**config.mk**
```make
export PLATFORM = sky130hd
export DESIGN_NAME = median_of_three_quicksort
export DESIGN_NICKNAME = d
export VERILOG_FILES = /design/src/mqs_pkg.sv /design/src/median_of_three_quicksort.sv
export SDC_FILE = /design/constraint.sdc
export NUM_CORES = 2
export LEC_CHECK = 0
export BUFFER_PORTS_ARGS = -buffer_cell sky130_fd_sc_hd__buf_2
export CAP_MARGIN = 40
export CORE_ASPECT_RATIO = 1.2
export CORE_MARGIN = 3
export CORE_UTILIZATION = 30
export DETAILED_ROUTE_END_ITERATION = 16
export PLACE_DENSITY = 0.41
export RECOVER_POWER = 50
export SYNTH_ARGS = -nofsm -noshare
export SYNTH_HDL_FRONTEND = slang
export SYNTH_SLANG_ARGS = --single-unit
```
**constraint.sdc**
```tcl
create_clock -name clk -period 9.9 [get_ports clk]
set_input_delay 0.495 -clock clk [delete_from_list [all_inputs] [get_ports clk]]
set_output_delay 0.495 -clock clk [all_outputs]
set_load 0.01 [all_outputs]
```
**src/mqs_pkg.sv**
```systemverilog
package mqs_pkg;
	localparam int MaxItems = 64;
	localparam int IdxW = $clog2(MaxItems);
	localparam int CntW = IdxW + 1;
	localparam int StackDepth = 64;
	localparam int SpW = $clog2(StackDepth);
	localparam logic [31:0] SignBias = 32'h8000_0000;

	typedef enum logic [4:0] {
		ST_LOAD,
		ST_POP, ST_POP_W,
		ST_MED_A, ST_MED_M, ST_MED_Z, ST_MED_D, ST_MED_SW,
		ST_PIV, ST_PIV_W,
		ST_SCAN_I, ST_SCAN_I_W,
		ST_SCAN_J, ST_SCAN_J_W,
		ST_SWAP,
		ST_FIN, ST_PUSH1, ST_PUSH2,
		ST_OUT, ST_OUT_W
	} state_t;
endpackage

```
**src/median_of_three_quicksort.sv**
```systemverilog
// Loading accepts one beat per cycle while busy is low; busy is high while the set is sorted and emitted.
// Each pending range popped from the stack is partitioned in place; a range above three elements
// first moves the median of three to its top as the pivot. Sorting ends when the stack is found
// empty.
// A one-element set goes straight to output. Results are then emitted one at a time, and
// the receiver cannot stall. Reset (arst_n low, asynchronous) clears the controller.
module median_of_three_quicksort import mqs_pkg::*; (
	input  logic               clk,
	input  logic               arst_n,
	input  logic               start,
	output logic               busy,
	input  logic signed [31:0] value,
	input  logic               is_final,
	output logic               strobe,
	output logic signed [31:0] sorted_value,
	output logic               end_of_run
);
	logic [31:0] mem [MaxItems];
	logic [2*IdxW-1:0] stk [StackDepth];
	logic [31:0] rd_q;
	logic [2*IdxW-1:0] srd_q;

	state_t state_q, state_d;
	logic [CntW-1:0] cnt_q;
	logic [SpW:0] sp_q;
	logic [IdxW-1:0] lo_q, hi_q, i_q, addr;
	logic signed [IdxW+1:0] j_q;
	logic [31:0] a_q, m_q, z_q, piv_q, t_q;
	logic [IdxW-1:0] pick_q;
	logic [IdxW-1:0] mid;
	logic [IdxW:0] midsum;
	logic we;
	logic [31:0] wd;
	logic swap_phase_q;
	logic [IdxW-1:0] p_q;
	logic pend2_q;
	logic [2*IdxW-1:0] push2_q;
	logic [IdxW-1:0] ok_q;
	logic out_last;
	logic load_last;
	logic i_ge_j;
	logic left_big, push_lo, push_hi;
	logic s_we;
	logic [SpW-1:0] s_waddr, s_raddr;
	logic [2*IdxW-1:0] s_wd;
	logic [IdxW-1:0] pop_lo, pop_hi;

	assign midsum = {1'b0, lo_q} + {1'b0, hi_q};
	assign mid = midsum[IdxW:1];
	assign busy = (state_q != ST_LOAD);
	assign load_last = start && (is_final || cnt_q == CntW'(MaxItems - 1));
	assign out_last = (i_q == ok_q);
	assign i_ge_j = ($signed({2'b00, i_q}) >= j_q);
	assign left_big = (p_q - lo_q) > (hi_q - p_q);
	assign push_lo = p_q > lo_q + 1'b1;
	assign push_hi = ({1'b0, p_q} + 1'b1) < {1'b0, hi_q};
	assign pop_lo = srd_q[2*IdxW-1:IdxW];
	assign pop_hi = srd_q[IdxW-1:0];
	assign s_raddr = sp_q[SpW-1:0] - 1'b1;

	always_ff @(posedge clk) begin
		if (we) mem[addr] <= wd;
		rd_q <= mem[addr];
	end

	always_ff @(posedge clk) begin
		if (s_we) stk[s_waddr] <= s_wd;
		srd_q <= stk[s_raddr];
	end

	// Memory port control: address and write are decided per state.
	always_comb begin
		addr = i_q;
		we = 1'b0;
		wd = t_q;
		unique case (state_q)
			ST_LOAD: begin
				addr = cnt_q[IdxW-1:0];
				we = start;
				wd = value ^ SignBias;
			end
			ST_MED_A: addr = lo_q;
			ST_MED_M: addr = mid;
			ST_MED_Z: addr = hi_q;
			ST_MED_D: begin
				addr = hi_q;
			end
			ST_MED_SW: begin
				addr = swap_phase_q ? pick_q : hi_q;
				we = 1'b1;
				wd = swap_phase_q ? z_q : t_q;
			end
			ST_PIV, ST_PIV_W: addr = hi_q;
			ST_SCAN_I, ST_SCAN_I_W: addr = i_q;
			ST_SCAN_J, ST_SCAN_J_W: addr = j_q[IdxW-1:0];
			ST_SWAP: begin
				addr = swap_phase_q ? j_q[IdxW-1:0] : i_q;
				we = 1'b1;
				wd = swap_phase_q ? a_q : z_q;
			end
			ST_FIN: begin
				addr = swap_phase_q ? hi_q : i_q;
				we = 1'b1;
				wd = swap_phase_q ? a_q : piv_q;
			end
			ST_OUT, ST_OUT_W: addr = i_q;
			default: ;
		endcase
	end

	// Range stack port control.
	always_comb begin
		s_we = 1'b0;
		s_waddr = sp_q[SpW-1:0];
		s_wd = push2_q;
		unique case (state_q)
			ST_LOAD: begin
				s_we = load_last && (cnt_q != '0);
				s_waddr = '0;
				s_wd = {IdxW'(0), cnt_q[IdxW-1:0]};
			end
			ST_PUSH1: begin
				s_we = left_big ? push_lo : push_hi;
				s_wd = left_big ? {lo_q, p_q - 1'b1} : {p_q + 1'b1, hi_q};
			end
			ST_PUSH2: s_we = pend2_q;
			default: ;
		endcase
	end

	always_comb begin
		state_d = state_q;
		unique case (state_q)
			ST_LOAD: if (load_last)
				state_d = (cnt_q == '0) ? ST_OUT : ST_POP;
			ST_POP: state_d = (sp_q == '0) ? ST_OUT : ST_POP_W;
			ST_POP_W: begin
				if (pop_lo >= pop_hi) state_d = ST_POP;
				else if (pop_hi - pop_lo > IdxW'(2)) state_d = ST_MED_A;
				else state_d = ST_PIV;
			end
			ST_MED_A: state_d = ST_MED_M;
			ST_MED_M: state_d = ST_MED_Z;
			ST_MED_Z: state_d = ST_MED_D;
			ST_MED_D: state_d = ST_MED_SW;
			ST_MED_SW: state_d = swap_phase_q ? ST_PIV : ST_MED_SW;
			ST_PIV: state_d = ST_PIV_W;
			ST_PIV_W: state_d = ST_SCAN_I;
			ST_SCAN_I: state_d = (i_q < hi_q) ? ST_SCAN_I_W : ST_SCAN_J;
			ST_SCAN_I_W: state_d = (rd_q < piv_q) ? ST_SCAN_I : ST_SCAN_J;
			ST_SCAN_J: begin
				if (j_q >= $signed({2'b00, lo_q})) state_d = ST_SCAN_J_W;
				else state_d = i_ge_j ? ST_FIN : ST_SWAP;
			end
			ST_SCAN_J_W: begin
				if (rd_q > piv_q) state_d = ST_SCAN_J;
				else state_d = i_ge_j ? ST_FIN : ST_SWAP;
			end
			ST_SWAP: state_d = swap_phase_q ? ST_SCAN_I : ST_SWAP;
			ST_FIN: state_d = swap_phase_q ? ST_PUSH1 : ST_FIN;
			ST_PUSH1: state_d = ST_PUSH2;
			ST_PUSH2: state_d = ST_POP;
			ST_OUT: state_d = ST_OUT_W;
			ST_OUT_W: state_d = out_last ? ST_LOAD : ST_OUT;
			default: state_d = ST_LOAD;
		endcase
	end

	always_ff @(posedge clk or negedge arst_n) begin
		if (!arst_n) begin
			state_q <= ST_LOAD;
			cnt_q <= '0;
			sp_q <= '0;
			strobe <= 1'b0;
			end_of_run <= 1'b0;
			swap_phase_q <= 1'b0;
			pend2_q <= 1'b0;
		end else begin
			state_q <= state_d;
			strobe <= (state_q == ST_OUT_W);
			end_of_run <= (state_q == ST_OUT_W) && out_last;
			// An exchange is split into two phases of the memory port; the phase is clear on entry.
			swap_phase_q <= (state_q == ST_MED_SW || state_q == ST_SWAP || state_q == ST_FIN)
				? ~swap_phase_q : 1'b0;
			if (state_q == ST_LOAD && start) cnt_q <= load_last ? '0 : cnt_q + 1'b1;
			if (state_q == ST_PUSH1) pend2_q <= left_big ? push_hi : push_lo;
			if (state_q == ST_POP_W) sp_q <= sp_q - 1'b1;
			else if (s_we) sp_q <= (state_q == ST_LOAD) ? (SpW+1)'(1) : sp_q + 1'b1;
		end
	end

	always_ff @(posedge clk) begin
		unique case (state_q)
			ST_LOAD: if (load_last) begin
				ok_q <= cnt_q[IdxW-1:0];
				i_q <= '0;
			end
			ST_POP: if (sp_q == '0) i_q <= '0;
			ST_POP_W: begin
				lo_q <= pop_lo;
				hi_q <= pop_hi;
			end
			ST_MED_M: a_q <= rd_q;
			ST_MED_Z: m_q <= rd_q;
			ST_MED_D: begin
				z_q <= rd_q;
				if (a_q > rd_q) begin
					if (rd_q > m_q) begin
						pick_q <= hi_q; t_q <= rd_q;
					end else if (a_q > m_q) begin
						pick_q <= mid; t_q <= m_q;
					end else begin
						pick_q <= lo_q; t_q <= a_q;
					end
				end else if (m_q < a_q) begin
					pick_q <= lo_q; t_q <= a_q;
				end else if (rd_q > m_q) begin
					pick_q <= mid; t_q <= m_q;
				end else begin
					pick_q <= hi_q; t_q <= rd_q;
				end
			end
			ST_PIV_W: begin
				piv_q <= rd_q;
				i_q <= lo_q;
				j_q <= {2'b00, hi_q} - 1'b1;
			end
			ST_SCAN_I_W: begin
				if (rd_q < piv_q) i_q <= i_q + 1'b1;
				else a_q <= rd_q;
			end
			ST_SCAN_J_W: begin
				if (rd_q > piv_q) j_q <= j_q - 1'b1;
				else z_q <= rd_q;
			end
			ST_SWAP: if (swap_phase_q) begin
				i_q <= i_q + 1'b1;
				j_q <= j_q - 1'b1;
			end
			ST_FIN: begin
				// a_q holds the element at i when the scan stopped on it.
				if (!swap_phase_q && i_q == hi_q) a_q <= piv_q;
				if (swap_phase_q) p_q <= i_q;
			end
			ST_PUSH1: push2_q <= left_big ? {p_q + 1'b1, hi_q} : {lo_q, p_q - 1'b1};
			ST_OUT_W: begin
				sorted_value <= rd_q ^ SignBias;
				i_q <= i_q + 1'b1;
			end
			default: ;
		endcase
	end
endmodule
```
==> run summary <==
outcome: finished, violations left
failing checks: capacitance limit, slew limit
worst r2r dst: mem[3][2]
Seq/Total Area, Yosys: 74.0%
CTS root buf: clkbuf_16
Inst Count DP: 13.3k
worst skew pair latency: 0.98 ns
synthesis-to-layout area growth: 16.4%
#FFs+latches synth: 3131
GPL Wtd Cong: 0.824
Clock Sinks: 3131
Iter 0 DRT Violations: 6875
Net Count, Synth: 7986
Critical Path End Type: register
Core ar.: 0.418 mm2
fin nets: 8342
Final ANT Viol Nets: 0
Final Instance Count excl. Fillers: 13.9k
DP HPWL: 259000 um
clock-pin slew on the worst setup and hold paths: 0.06 ns
drt total wl: 418000 um
first-pass GRT wire length: 584000 um
clk_skew: 0.0867 ns
Critical path destination: mem[3][2]
FF-to-FF Start: state_q[1]
io pins: 71
worst hold-check path type: in2reg
Final setup violation count: 0
number of enable flip-flop cells after synthesis: 3064
commonest non-fill, non-tap cell in the layout: edfxtp_1
Initial Util: 30.2%
vias per inst: 5.14
Critical Path Fanout Max: 36
GRT Total Usage: 19.2%
max cap viols: 61
Ys Warns: 0
RSZ-0062 raised after global routing: false
Fin. Hold Viols: 0
H-tree Lvls: 5
Netlist cell types: 81
WP data required: 10.48 ns
Max Fclk: 0.123 GHz
worst slew pin tran: 4.02 ns
Final Max Tran Viols: 2595
share of the synthesized area in the top cell type: 72.9%
Syn Area/Cell: 16.3 um2
Critical Path AT: 8.72 ns
number of remaining DRC errors: 0
routed length per instance: 30.0 um
commonest non-fill, non-tap cells in the layout: edfxtp_1, nand2_1, nand3_1
Worst Reg-to-Reg Cells: 13
min Tclk post-route: 8.14 ns
Yosys top cell by area: edfxtp_1
Cells after Synth: 7752
period utilization: 82.2%
vias post-DR: 71.6k
final setup TNS: 0 ns
Post-Syn Area: 0.126 mm2
CTS tree: yes
CP Launch Type: register
DR pass1 iterations: 9
Top FF cell, synth: edfxtp_1
top cells by area, synth: edfxtp_1, mux4_2, nand2_1
FFs w/ async S/R, synth: 0.735%
die area: 0.429 mm2
Bufs on Longest Clock Path: 4
# rows: 260
cts bufs inserted: 346
die width: 598 um
max_slew headroom: -168%
Crit Path Class: reg2reg
gr ovfl total: 0
Critical Path Start: state_q[1]
vias in the first global route: 72.1k
initial antenna violation count: 40
I/O Buffers: 70
share of layout cells above drive strength 1: 16.8%
pin count of the biggest net entering global routing: 153
FF-to-FF setup slack: 1.76 ns
Chip Height: 717 um
flip-flops by register name, summed over array words and instances (netlist names), 6 cells and up:
| register | flops |
|---|---|
| a_q | 32 |
| cnt_q | 7 |
| hi_q | 6 |
| i_q | 6 |
| j_q | 8 |
| lo_q | 6 |
| m_q | 32 |
| mem | 2048 |
| ok_q | 6 |
| p_q | 6 |
| pick_q | 6 |
| piv_q | 32 |
| push2_q | 12 |
| rd_q | 32 |
| sorted_value | 32 |
| sp_q | 7 |
| srd_q | 12 |
| stk | 768 |
| t_q | 32 |
| z_q | 32 |
what timing repair did:
action,CTS,global route
resized for setup,0,0
endpoints found under the hold margin,38,0
hold buffers,8,0
setup buffers,0,0
worst max-delay path: stages (launching register included):
cell      delay [ns]
dfrtp_1         0.73
or4_1           0.71
nor2_4          0.12
clkbuf_1        1.25
a22oi_1         0.25
o211ai_1        0.28
nor2b_4         0.06
clkbuf_1        1.04
a21oi_1         1.17
nand3_1         0.34
clkbuf_1        0.53
nor2_1          0.60
buf_12          0.27
buf_4           0.32
cell type report:
| class | count | area [um2] |
|---|---|---|
| Clock inverter | 197 | 2130 |
| Inverter | 183 | 687 |
| Timing Repair Buffer | 432 | 3330 |
| Tap cell | 5502 | 6880 |
| Multi-Input combinational cell | 4014 | 31100 |
| Fill cell | 39736 | 271000 |
| Clock buffer | 437 | 9210 |
| Sequential cell | 3131 | 93500 |
| Antenna cell | 44 | 110 |
stage by stage:
| step | setup WS [ns] | util (%) | instance area, um2 | hold slack [ns] |
|---|---|---|---|---|
| after floorplan | 3.37 | - | 126000 | 0.199 |
| after global placement | 2.92 | 32.2 | 135000 | 0.450 |
| after detailed placement | 3.15 | 32.6 | 136000 | 0.388 |
| after CTS | 3.15 | 35.3 | 148000 | 0.0672 |
| after global routing | 1.45 | 35.1 | 147000 | 0.351 |
| final | 1.76 | 35.1 | 147000 | 0.330 |
cell usage after synthesis (33+ instances only):
library cell,number
nor2_1,208
edfxtp_1,3064
a222oi_1,40
o21ai_0,102
a21oi_1,98
mux4_2,488
nand3_1,871
ha_1,194
inv_1,182
a21o_1,60
dfxtp_1,44
a221oi_1,33
buf_1,51
buf_2,131
a22oi_1,126
xnor2_1,36
clkbuf_1,222
nand2_1,1298
nand4_1,91
worst min-delay path by stage:
stage                     startpoint     endpoint  slack, ns  cells after the start
final                      value[14]  mem[52][14]       0.33                      4
after global routing       value[14]  mem[53][14]       0.35                      4
after CTS                  value[14]  mem[52][14]       0.07                      4
after detailed placement      arst_n   end_of_run       0.39                      1
after global placement     srd_q[11]      lo_q[5]       0.45                      0
after floorplan               arst_n     cnt_q[0]       0.20                      0
metal layers:
layer	global-route usage (%)	part of all wire [%]	up-vias
met5	0	0	-
met4	6.14	3.9	0
met3	2.23	4.5	545
met2	34.3	51	2001
met1	24.1	40	38031
li1	-	-	31009
kinds of logic (layout without fill, tap and decap cells):
group                    Yosys count  after routing  synth area share [%]
flip-flops                      3131           3131                  74.0
multiplexers                     505            505                  8.84
XOR/XNOR                          52             52                 0.361
AND/OR/NAND/NOR                 2635           2635                  9.26
AO/OA/AOI/OAI                    624            624                  3.50
adder cells (fa/ha/maj)          198            198                  1.99
buffers and inverters            607           1249                  2.02
other                              0             44                     0
Power is not shown: default switching activity piles up to over one toggle a cycle in this logic, so the estimate is an artifact.
